<file path="config.mk">
export PLATFORM = sky130hd
export DESIGN_NAME = dme_frame_ram
export DESIGN_NICKNAME = d
export VERILOG_FILES = /design/src/design/dme_pkg.sv /design/src/design/dme_frame_ram.sv
export SDC_FILE = /design/constraint.sdc
export NUM_CORES = 2
export LEC_CHECK = 0
export ABC_AREA = 1
export BUFFER_PORTS_ARGS = -buffer_cell sky130_fd_sc_hd__buf_2
export CORE_MARGIN = 5
export CORE_UTILIZATION = 27
export CTS_CLUSTER_DIAMETER = 150
export CTS_CLUSTER_SIZE = 40
export DETAILED_ROUTE_END_ITERATION = 7
export PLACE_DENSITY_LB_ADDON = 0.1
export REMOVE_ABC_BUFFERS = 1
export SLEW_MARGIN = 10
export SYNTH_ARGS = -nofsm -noshare
export SYNTH_HDL_FRONTEND = slang
export SYNTH_SLANG_ARGS = --single-unit
</file>
<file path="constraint.sdc">
create_clock -name clk -period 3.8 [get_ports clk]
set_input_delay 0.76 -clock clk [delete_from_list [all_inputs] [get_ports clk]]
set_output_delay 0.76 -clock clk [all_outputs]
set_load 0.02 [all_outputs]
</file>
<file path="src/design/dme_pkg.sv">
`timescale 1ns / 1ps

package dme_pkg;

  // Contents of one map cell.
  typedef enum logic [1:0] {
    CELL_UNKNOWN = 2'd0,
    CELL_VISITED = 2'd1,
    CELL_WALL    = 2'd2
  } cell_t;

  // Direction codes, also the bit positions in the open-directions field.
  localparam logic [1:0] DIR_UP    = 2'd0;
  localparam logic [1:0] DIR_LEFT  = 2'd1;
  localparam logic [1:0] DIR_DOWN  = 2'd2;
  localparam logic [1:0] DIR_RIGHT = 2'd3;

  // Move kinds reported with each result item.
  localparam logic [1:0] MOVE_NONE      = 2'd0;
  localparam logic [1:0] MOVE_ADVANCE   = 2'd1;
  localparam logic [1:0] MOVE_BACKTRACK = 2'd2;

  // A frame on the stack: untried direction count and arrival direction.
  typedef struct packed {
    logic [1:0] cnt;
    logic [1:0] arr;
  } frame_t;

  // Untried count of a freshly pushed frame.
  localparam logic [1:0] FRESH_CNT = 2'd3;

endpackage

</file>
<file path="src/design/dme_frame_ram.sv">
`timescale 1ns / 1ps

module dme_frame_ram #(
  parameter int DEPTH = 961,
  parameter int AW    = 10
) (
  input  logic             clk,
  input  logic             rd_en,
  input  logic [AW-1:0]    rd_addr,
  output dme_pkg::frame_t  rd_data,
  input  logic             wr_en,
  input  logic [AW-1:0]    wr_addr,
  input  dme_pkg::frame_t  wr_data
);

  dme_pkg::frame_t mem [DEPTH];
  dme_pkg::frame_t rd_data_r;

  // Frames below the top of the stack; the top frame lives in a register.
  always_ff @(posedge clk) begin
    if (wr_en) begin
      mem[wr_addr] <= wr_data;
    end
    if (rd_en) begin
      rd_data_r <= mem[rd_addr];
    end
  end

  assign rd_data = rd_data_r;

endmodule

</file>
Yosys cells after proc, flatten, opt, wreduce, memory -nomap -nowiden
Memories as Yosys holds them, arrays and structs flattened. A register that Yosys moved wholly into a read port is not among the register bits.
Index checks and enable logic that the tools add are counted.
{"block": "op_classes", "n_mux": 2, "div": 0, "order_cmp": 0, "n_eq_ne": 0, "n_mul": 0, "addsub": 0, "shift": 0, "n_reduce_logical": 0, "bitwise": 0}
{"cell": "$mux W1", "count": 2}
{"block": "word_totals", "output_inout_bits": 4, "ff_bits": 0, "mem_bits_rw": 3844, "n_memories": 1, "input_bits": 27, "mem_bits_ro": 0, "latchBits": 0, "wordCells": 3}
{"memory": "mem", "depth": 961, "word_bits": 4, "rd": 1, "rd_ports_with_merged_regs": 1, "write_ports": 1, "line": "dme_frame_ram.sv:16", "text": "dme_pkg::frame_t mem [DEPTH];"}

Logic depth before layout (Yosys ltp)
{"block": "logic_depth", "ltp_word": 2, "depth_mapped": 17, "mapped_depth_nobuf": 13}

Worst setup path before layout
OpenSTA, ideal clock, no wires.
{"block": "synth_path", "path_type": "input to register", "from": "input port rd_addr[1]", "to": "register, netlist name rd_data[2]", "path_stages": 15, "setup_slack_ps": 1417, "arrival_ps": 2130, "setup_time_ps": 252, "required_time_ps": 3548, "n_path_buf": 4, "path_cell_list": "buf_4 buf_4 buf_4 clkbuf_1 nand3_1 nand3_1 nand3_1 nand3_1 nand3_1 nand3_1 nand3_1 nand3_1 nand2_1 nand2_1 nand2_1"}
{"element": "from (decl)", "line": "dme_frame_ram.sv:9", "text": "input logic [AW-1:0] rd_addr,"}

==> impl_metrics.env <==
export IMPL_status="finished clean"
export IMPL_hpwl_um=348800
export IMPL_slowest_stage="buf_12"
export IMPL_synth_edf_count=3848
export IMPL_dp_cells=21130
export IMPL_drt_iter0_markers=9965
export IMPL_grt_pass1_vias=102600
export IMPL_drt_pass1_iter_count=6
export IMPL_grtUsageMet1=0.2620
export IMPL_antenna_left=0
export IMPL_place_congestion=0.7705
export IMPL_via_per_inst=4.826
export IMPL_rows=281
export IMPL_areaGrowthSynthToFinish_pct=10.33
export IMPL_power_uw=72440
export IMPL_wl_per_cell_um=26.66
export IMPL_boundaryPins=31
export IMPL_utilization=0.2988
export IMPL_drv_cap=0
export IMPL_nFillCells=60020
export IMPL_grt_max_degree=111
export IMPL_power_density_mw_per_mm2=414.1
export IMPL_top_usage_layer="met2"
export IMPL_multi_input_area_mm2=0.03813
export IMPL_htreeDepth=3
export IMPL_synth_cell_type_count=17
export IMPL_path_common_cell="nand3_1"
export IMPL_finalHoldViolCount=0
export IMPL_fin_tns_setup_ns=0
export IMPL_io_buffers=30
export IMPL_async_reset_ff_frac=0
export IMPL_cp_cell_sequence="buf_12, buf_12, buf_12, buf_12, nand2_1, nand3_1, nand3_1, nand3_1, nand3_1, nand3_1, nand3_1, nand2_1, nand2_1, nand3_1, buf_4, nand3_1, nand2_1"
export IMPL_clock_sinks=3848
export IMPL_fmax_mhz=337.4
export IMPL_postSynthCellCount=13730
export IMPL_yosysTopAreaCell="edfxtp_1"
export IMPL_start_util=0.2708
export IMPL_cts_root_buf="clkbuf_16"
export IMPL_cp_arrival_ns=3.84
export IMPL_leakage_uw=0.05784
export IMPL_cts_resized=0
export IMPL_drcViolationCount=0
export IMPL_clkTransAtPathRegs_ns=0.14
export IMPL_fin_crit_ns=2.964
export IMPL_clock_path_buffers=4
export IMPL_fin_crit_sh=0.7799
export IMPL_ys_seq_elements=3848
export IMPL_setup_viol_count_final=0
export IMPL_dieArea_mm2=0.6026
export IMPL_hold_buffers=0
export IMPL_final_max_slew_viol_count=0
export IMPL_fin_nets=13500
export IMPL_wirelength_um=568900
export IMPL_fin_cells=21340
export IMPL_yosysTopAreaCellShare=0.7289
export IMPL_avgSynthCellArea_um2=11.55
export IMPL_rsz0062_at_grt="false"
export IMPL_grt_first_pass_wirelength_um=796700
export IMPL_worstSetupPathType="in2reg"
export IMPL_fin_worst_skew_ns=0.07689
export IMPL_seq_area_frac_synth=0.7289
export IMPL_tightest_slew_ns=0.9988
export IMPL_start_kind="input port"
export IMPL_chipHeight_um=776.3
export IMPL_slew_headroom=0.3342
export IMPL_drive_gt1_frac=0.06302
export IMPL_synth_area_mm2=0.1585
export IMPL_hold_class="in2reg"
export IMPL_ys_flop_type="edfxtp_1"
export IMPL_ir_drop_mv=0.3696
export IMPL_grt_use_met2=0.2983
export IMPL_grt_use_total=0.1832
export IMPL_grt_overflow_total=0
export IMPL_dr_total_vias=103000
export IMPL_synth_area_leaders="edfxtp_1, nand3_1, nand2_1, nor2_1, buf_2"
export IMPL_clock_latency_ns=1.00
export IMPL_crit_path_end_kind="register"
export IMPL_slowest_delay_ns=0.32
export IMPL_yosysMostFrequentCell="nand2_1"
export IMPL_grtUsageMet3=0.01851
export IMPL_core_mm2=0.5854
export IMPL_yosysWarnings=0
export IMPL_antenna_found_initial=72
export IMPL_final_seq_area_mm2=0.1156
export IMPL_synthTopCellsByCount="nand2_1, edfxtp_1, nand3_1, nor2_1, buf_2"
export IMPL_cts_inserted_buffers=119
export IMPL_die_w_um=776.3
export IMPL_post_cts_buffers=0
export IMPL_required_ns=4.68
export IMPL_path_max_fanout=70
export IMPL_cts_tree="built"
[critical path: cells and delay by family]
family	cells	cell delay, ns
buffers and inverters	5	1.20
and+or+nand+nor	12	1.51
[cell families (layout without fill, tap and decap cells)]
group	after synthesis	in the layout	synth area share
AND/OR/NAND/NOR	8815	8815	0.2388
flip-flops	3848	3848	0.7289
buffers and inverters	1062	872	0.03231
other	0	24	0
[layer usage]
layer | routed length [um] | vias up
li1 | - | 47670
met2 | 264800 | 2345
met3 | 26350 | 425
met1 | 262800 | 52530
met4 | 14900 | 14
met5 | 92 | -
[metrics by stage]
step | area, um^2 | worst slack (ns) | hold WS (ns)
after floorplan | 153600 | -7.047 | 0.7402
after global placement | 171300 | -0.3494 | 0.8637
after detailed placement | 171300 | -0.2253 | 0.8612
after CTS | 174900 | 0.8948 | 0.06564
after global routing | 174900 | 0.6352 | 0.09074
final | 174900 | 0.8363 | 0.1549
[report_power, final]
| group | switching (uW) | total, uW | internal (uW) |
|---|---|---|---|
| logic | 4510 | 6140 | 1630 |
| registers | 19.6 | 46700 | 46700 |
| clock network | 13600 | 19600 | 6070 |
[cell usage in the layout, fill, tap and decap left out, types with 24 or more instances in the layout]
cell,synthesis,final
nor2_1,998,996
diode_2,0,24
buf_12,0,226
edfxtp_1,3848,3848
inv_1,48,46
nand2_4,0,31
clkbuf_16,0,119
buf_4,104,380
nand2_1,4008,3976
nand3_1,3792,3790
[final timing paths]
| kind | start | end | slack (ns) | cells past startpoint |
|---|---|---|---|---|
| min reg2reg | mem[960][1]$_DFFE_PP_ | rd_data[1]$_DFFE_PP_ | 0.90 | 6 |
| min | rd_en | rd_data[0]$_DFFE_PP_ | 0.15 | 1 |
| max reg2reg | mem[357][0]$_DFFE_PP_ | rd_data[0]$_DFFE_PP_ | 1.21 | 14 |
| max | rd_addr[0] | rd_data[1]$_DFFE_PP_ | 0.84 | 17 |
[layout make-up]
| cell class | count | share of cell area |
|---|---|---|
| well taps | 7782 | 0.05567 |
| multi-input cells | 8815 | 0.2180 |
| flip-flops and latches | 3848 | 0.6606 |
| diodes | 24 | 0.0003434 |
| inverters | 56 | 0.001481 |
| clock inverters | 59 | 0.003348 |
| repair buffers | 633 | 0.04340 |
| clock buffers | 124 | 0.01713 |
[registers in the layout (all words and copies together) (netlist names)]
name and flops:
mem 3844, rd_data 4
Power figures use the tool's default switching activity.
