==> src/design/dme_pkg.sv <==
`timescale 1ns / 1ps

package dme_pkg;

  // Contents of one map cell.
  typedef enum logic [1:0] {
    CELL_UNKNOWN = 2'd0,
    CELL_VISITED = 2'd1,
    CELL_WALL    = 2'd2
  } cell_t;

  // Direction codes, also the bit positions in the open-directions field.
  localparam logic [1:0] DIR_UP    = 2'd0;
  localparam logic [1:0] DIR_LEFT  = 2'd1;
  localparam logic [1:0] DIR_DOWN  = 2'd2;
  localparam logic [1:0] DIR_RIGHT = 2'd3;

  // Move kinds reported with each result item.
  localparam logic [1:0] MOVE_NONE      = 2'd0;
  localparam logic [1:0] MOVE_ADVANCE   = 2'd1;
  localparam logic [1:0] MOVE_BACKTRACK = 2'd2;

  // A frame on the stack: untried direction count and arrival direction.
  typedef struct packed {
    logic [1:0] cnt;
    logic [1:0] arr;
  } frame_t;

  // Untried count of a freshly pushed frame.
  localparam logic [1:0] FRESH_CNT = 2'd3;

endpackage

==> src/design/dme_cell_map.sv <==
`timescale 1ns / 1ps

module dme_cell_map #(
  parameter int CELLS  = 961,
  parameter int CENTER = 480,
  parameter int AW     = 10
) (
  input  logic            clk,
  input  logic            rst_n,
  input  logic            rd_en,
  input  logic [AW-1:0]   rd_addr,
  output dme_pkg::cell_t  rd_data,
  input  logic            wr_en,
  input  logic [AW-1:0]   wr_addr,
  input  dme_pkg::cell_t  wr_data,
  output logic            busy
);

  dme_pkg::cell_t mem [CELLS];
  dme_pkg::cell_t rd_data_r;
  logic [AW-1:0]  clr_idx_r;
  logic           busy_r;

  // Clearing sweep after reset: one cell a cycle. The start cell is written as
  // visited, since the mouse stands there before the first item arrives.
  always_ff @(posedge clk) begin
    if (!rst_n) begin
      busy_r    <= 1'b1;
      clr_idx_r <= '0;
    end else if (busy_r) begin
      if (clr_idx_r == AW'(CELLS - 1)) begin
        busy_r <= 1'b0;
      end
      clr_idx_r <= clr_idx_r + AW'(1);
    end
  end

  // Single write port shared between the sweep and the explorer.
  always_ff @(posedge clk) begin
    if (busy_r) begin
      mem[clr_idx_r] <= (clr_idx_r == AW'(CENTER)) ? dme_pkg::CELL_VISITED
                                                   : dme_pkg::CELL_UNKNOWN;
    end else if (wr_en) begin
      mem[wr_addr] <= wr_data;
    end
  end

  // Registered read; the data holds until the next read.
  always_ff @(posedge clk) begin
    if (rd_en) begin
      rd_data_r <= mem[rd_addr];
    end
  end

  assign rd_data = rd_data_r;
  assign busy    = busy_r;

endmodule

==> config.mk <==
export PLATFORM = sky130hd
export DESIGN_NAME = dme_cell_map
export DESIGN_NICKNAME = d
export VERILOG_FILES = /design/src/design/dme_pkg.sv /design/src/design/dme_cell_map.sv
export SDC_FILE = /design/constraint.sdc
export NUM_CORES = 2
export LEC_CHECK = 0
export CORE_MARGIN = 3
export CORE_UTILIZATION = 31
export DETAILED_ROUTE_END_ITERATION = 6
export DONT_BUFFER_PORTS = 1
export GPL_TIMING_DRIVEN = 0
export PLACE_DENSITY_LB_ADDON = 0.3
export SLEW_MARGIN = 15
export SYNTH_ARGS = -nofsm -noshare
export SYNTH_HDL_FRONTEND = slang
export SYNTH_SLANG_ARGS = --single-unit
==> constraint.sdc <==
create_clock -name clk -period 42.7 [get_ports clk]
set_clock_uncertainty 0.15 [all_clocks]
set_input_delay 0 -clock clk [delete_from_list [all_inputs] [get_ports clk]]
set_output_delay 0 -clock clk [all_outputs]
set_load 0.01 [all_outputs]
---- Word-level counts from Yosys, hierarchy flattened ----
Memory sizes are Yosys's and may differ from the RTL's. A register that Yosys moved wholly into a read port is not among the register bits.
Index checks and enable logic that the tools add are counted.
storage, ports and cells
  register bits ........................... 11
  bits in latches ......................... 0
  memory bits (writable) .................. 1922
  ROM bits ................................ 0
  input bits .............................. 26
  output and inout bits ................... 3
  logic and storage cells ................. 18
  memories kept ........................... 1
cells by class
  add/subtract/negate cells ............... 1
  multiply operators ...................... 0
  divide/modulo/power cells ............... 0
  magnitude comparators ................... 0
  equality and inequality tests ........... 2
  shifts and indexed selects .............. 0
  mux-type cells .......................... 11
  bitwise logic cells ..................... 0
  reduce and logical (&&, ||, !) cells .... 1
memory list
  name  words  bits a word  read ports  clocked after memory_dff  write ports  line                RTL
  mem   961    2            1           1                         1            dme_cell_map.sv:19  dme_pkg::cell_t mem [CELLS];
operators with widths
  kind                                                              count
  10-bit by 1-bit adder with 10-bit output, second input constant   1
  10-bit == test, second input constant                             1
  10-bit by 9-bit == test with 1-bit output, second input constant  1
  10-bit two-way mux                                                1
  1-bit two-way mux                                                 9
  2-bit two-way mux                                                 1
  2-bit OR reduction                                                1

---- Depth between registers and ports, before layout ----
  depth in word-level cells ............... 5
  depth in mapped cells ................... 14
  mapped depth without buffers ............ 8

---- Least setup slack after synthesis ----
Ideal clock, no wire load.
  kind .................................... reg2reg
  from .................................... register busy_r (netlist: busy)
  to ...................................... memory mem[0][0] (netlist bit) (data pin)
  library setup time ...................... 7.642 ns
  arrival ................................. 38.479 ns
  data required time ...................... 34.908 ns
  slack ................................... -3.570 ns
  stages on the path, launching flop included .. 7
  buffers on the path ..................... 3
  clock period less this slack ............ 46.270 ns
  path through ............................ dfxtp_1 -> clkbuf_1 -> nand2b_1 -> buf_2 -> buf_1 -> nand3_1 -> o21ai_0
on the way
  cells in the longest elaborated chain, start to end .. 4
ends and longest elaborated chain
  item                                     line                RTL
  from (decl)                              dme_cell_map.sv:22  logic busy_r;
  from (signal assigned)                   dme_cell_map.sv:28  busy_r <= 1'b1;
  from (signal assigned)                   dme_cell_map.sv:32  busy_r <= 1'b0;
  1-bit two-way mux                        dme_cell_map.sv:40  if (busy_r) begin
  1-bit two-way mux (not written as such)  dme_cell_map.sv:44  mem[wr_addr] <= wr_data;
  2-bit OR reduction (no line)             n/a
  2-bit two-way mux (no line)              n/a
  to (decl)                                dme_cell_map.sv:19
Every way passes these cells.

---- Worst setup path in the final report ----
  from .................................... register busy_r (netlist: busy)
  to ...................................... memory mem[843][0] (netlist bit), enable pin
on the way
  cells in the longest elaborated chain, start to end .. 4
  elaborated cells between the ends (all ways) .. 7
  those cells by class .................... mux: 6; reduce/logical: 1
ends and longest elaborated chain
  item                                                                      line
  1-bit two-way mux                                                         dme_cell_map.sv:40
  1-bit two-way mux (not written as such)                                   dme_cell_map.sv:44
  2-bit OR reduction (no line)                                              n/a
  10-bit two-way mux (no line) / 1-bit two-way mux (equally long branches)  n/a
Several ways; a longest one is shown, not always the timed one.

==> impl_metrics.toml <==
[power]
power_frac_seq_pct = 50.5
switchingPower_mw = 0.941
cellInternalPower_mw = 3.13
irDropWorstVdd_mv = 0.0383
swShare_pct = 23.1
p_total_mw = 4.07
combPwrFrac_pct = 5.6
p_clk_share_pct = 43.9
powerDensity_mw_per_mm2 = 44.3
p_leak_nw = 30.6

[timing]
setup_ws_ns = 37.28
fin_crit_ns = 5.42
setup_violations = 0
rsz0062_at_grt = "false"
hold_viol = 0
min_period_over_period_pct = 12.7
drv_slew = 0
slew_headroom_pct = 5.48
holdWs_ns = 0.0720
tightest_slew_ns = 1.40
clock.fmax_mhz = 184
finalSetupTns_ns = 0

[global_route]
grt_use_total_pct = 24.7
grt_pass1_vias = 47600
grt-ovfl-total = 0
grt_pass1_wl_mm = 433
grt_max_degree = 85
antenna_found_initial = 28

[synthesis]
synth_cells = 4566
syn-cell-area_mm2 = 0.0792
syn_nets = 4594
synth_area_leaders = "edfxtp_1 (73%), mux4_2 (12%), nor2_1 (4.8%)"
yosysTopAreaCell = "edfxtp_1"
async_flop_share_pct = 0
synth_seq_area_share_pct = 73.3
synth_commonest_cells = "edfxtp_1 (1924), nor2_1 (1008), mux4_2 (421), clkbuf_1 (184)"
yosysTopAreaCellShare_pct = 73.0
synth_edf_count = 1924
synth.most_common_cell = "edfxtp_1"
synth_seq_cells = 1935
synth_cell_types = 68
avgSynthCellArea_um2 = 17.3
yosys_warnings = 0
yosys_most_used_dff = "edfxtp_1"

[floorplan]
core_mm2 = 0.253
dieArea_mm2 = 0.261
start_util_pct = 31.3
fp.dieW_um = 511
die_y_um = 511
rows = 184
ios = 29

[clocking]
cts_buffers = 201
cts_buffer_depth = 3
clk_latency_ns = 0.88
cts_setup_buffers = 0
clk_pin_slew_worst_paths_ns = 0.06
cts_sinks = 1935
cts_tree = "done"
root_buffer = "clkbuf_16"
cts-resized-gates = 0
htree_levels = 4

[setup_path]
startpoint_type = "register"
worstSetupEndpointType = "register"
crit_path_max_fanout = 10
crit_type = "register to register"
worstPathRequired_ns = 43.09
arrival_ns = 5.81
worstPathCellList = "clkbuf_1 -> nand2b_1 -> buf_2 -> buf_2 -> nand3_1 -> o21ai_1 -> clkbuf_1 -> nand3_1 -> clkbuf_2 -> nor2_1"
max_stage_delay_ns = 1.13
slowest_stage = "nand3_1"

[outcome]
status = "completed"

[routing]
ant_nets = 0
drcViolationCount = 0
routed_via_density = 5.95
via_count = 50000
wl_per_cell_um = 39.6
wl_mm = 332
firstDrtPassIters = 6
dr.first_iter.drc_count = 9635

[place]
postPlaceCellArea_mm2 = 0.0851
pre_cts_ws_ns = 37.23
hpwl_mm = 215
port_buffers = 0
routabilityCongestion = 0.991
placedCellCount = 7979

[layout]
layout-drive-gt1-share_pct = 20.2
fin_area_mm2 = 0.0920
layout.cells.non_filler = 8401
syn_to_final_growth_pct = 16.2
fin_nets = 4890
utilization_pct = 36.4
fillers = 23600

[hold_path]
hp-class = "input pin to register"

[job]
cap_violations = 0
routing by layer:
| layer | vias up | routed length, um | GRT usage, % |
|---|---|---|---|
| li1 | 18600 | - | - |
| met1 | 26100 | 117000 | 30.7 |
| met2 | 4251 | 145000 | 36.6 |
| met3 | 941 | 44700 | 8.27 |
| met4 | 6 | 25300 | 16.3 |
| met5 | - | 178 | 0.402 |
placed cells by master, fill, tap and decap left out, types with 47 or more instances in the layout:
master	instances
clkbuf_1	125
mux2i_1	123
buf_2	48
nor2_1	1003
clkbuf_2	102
mux4_2	421
nand3_1	52
clkbuf_16	204
clkinv_1	47
nand2_1	122
buf_1	53
a21oi_1	70
a22oi_1	109
edfxtp_1	1924
sequential cells by signal, indices dropped and copies added (netlist names):
register / cells
mem: 1922
busy: 1
rd_data: 2
clr_idx_r: 10
repair_timing:
| action | CTS | global route |
|---|---|---|
| hold buffers | 27 | 0 |
| endpoints found under the setup margin | 0 | 0 |
| endpoints found under the hold margin | 894 | 0 |
power by group through the flow:
stage                     Clock (mW)  Combinational, mW  Sequential, mW
final                           1.79              0.229            2.06
after CTS                       1.79              0.218            2.06
after global placement             0              0.212            2.10
after detailed placement           0              0.216            2.10
after global routing            1.86              0.222            2.06
after floorplan                    0             0.0950            2.10
cell families after synthesis:
logic type	Yosys count	share of synthesized area [%]
AND/OR/NAND/NOR	1322	6.78
XOR/XNOR	9	0.0996
multiplexers	560	13.9
buffers and inverters	361	2.52
flip-flops	1935	73.3
adder cells (fa/ha/maj)	2	0.0316
AO/OA/AOI/OAI	377	3.41
area by class of cell:
type	instances	area [um^2]	area share [%]
diodes	22	55.1	0.0598
plain buffers	350	2090	2.27
clock inverters	127	1290	1.40
well taps	3348	4190	4.55
inverters	11	41.3	0.0449
repair buffers	93	1830	1.99
multi-input cells	2270	19300	20.9
flip-flops and latches	1935	58000	63.0
clock buffers	245	5260	5.72
critical path: cells and delay by family (launching register included):
kind	cells	cell delay, ns
simple gates	4	1.89
buf+inv	5	2.33
flops	1	0.38
compound gates	1	0.29
final timing paths:
path                                    from           to  slack, ns  cells past startpoint
worst max-delay path                    busy  mem[843][0]      37.28                     10
worst min-delay path              wr_data[1]  mem[925][1]       0.07                      2
worst max register to register          busy  mem[843][0]      37.28                     10
worst min register to register  clr_idx_r[9]         busy       0.54                      3
Power figures use the tool's default switching activity.
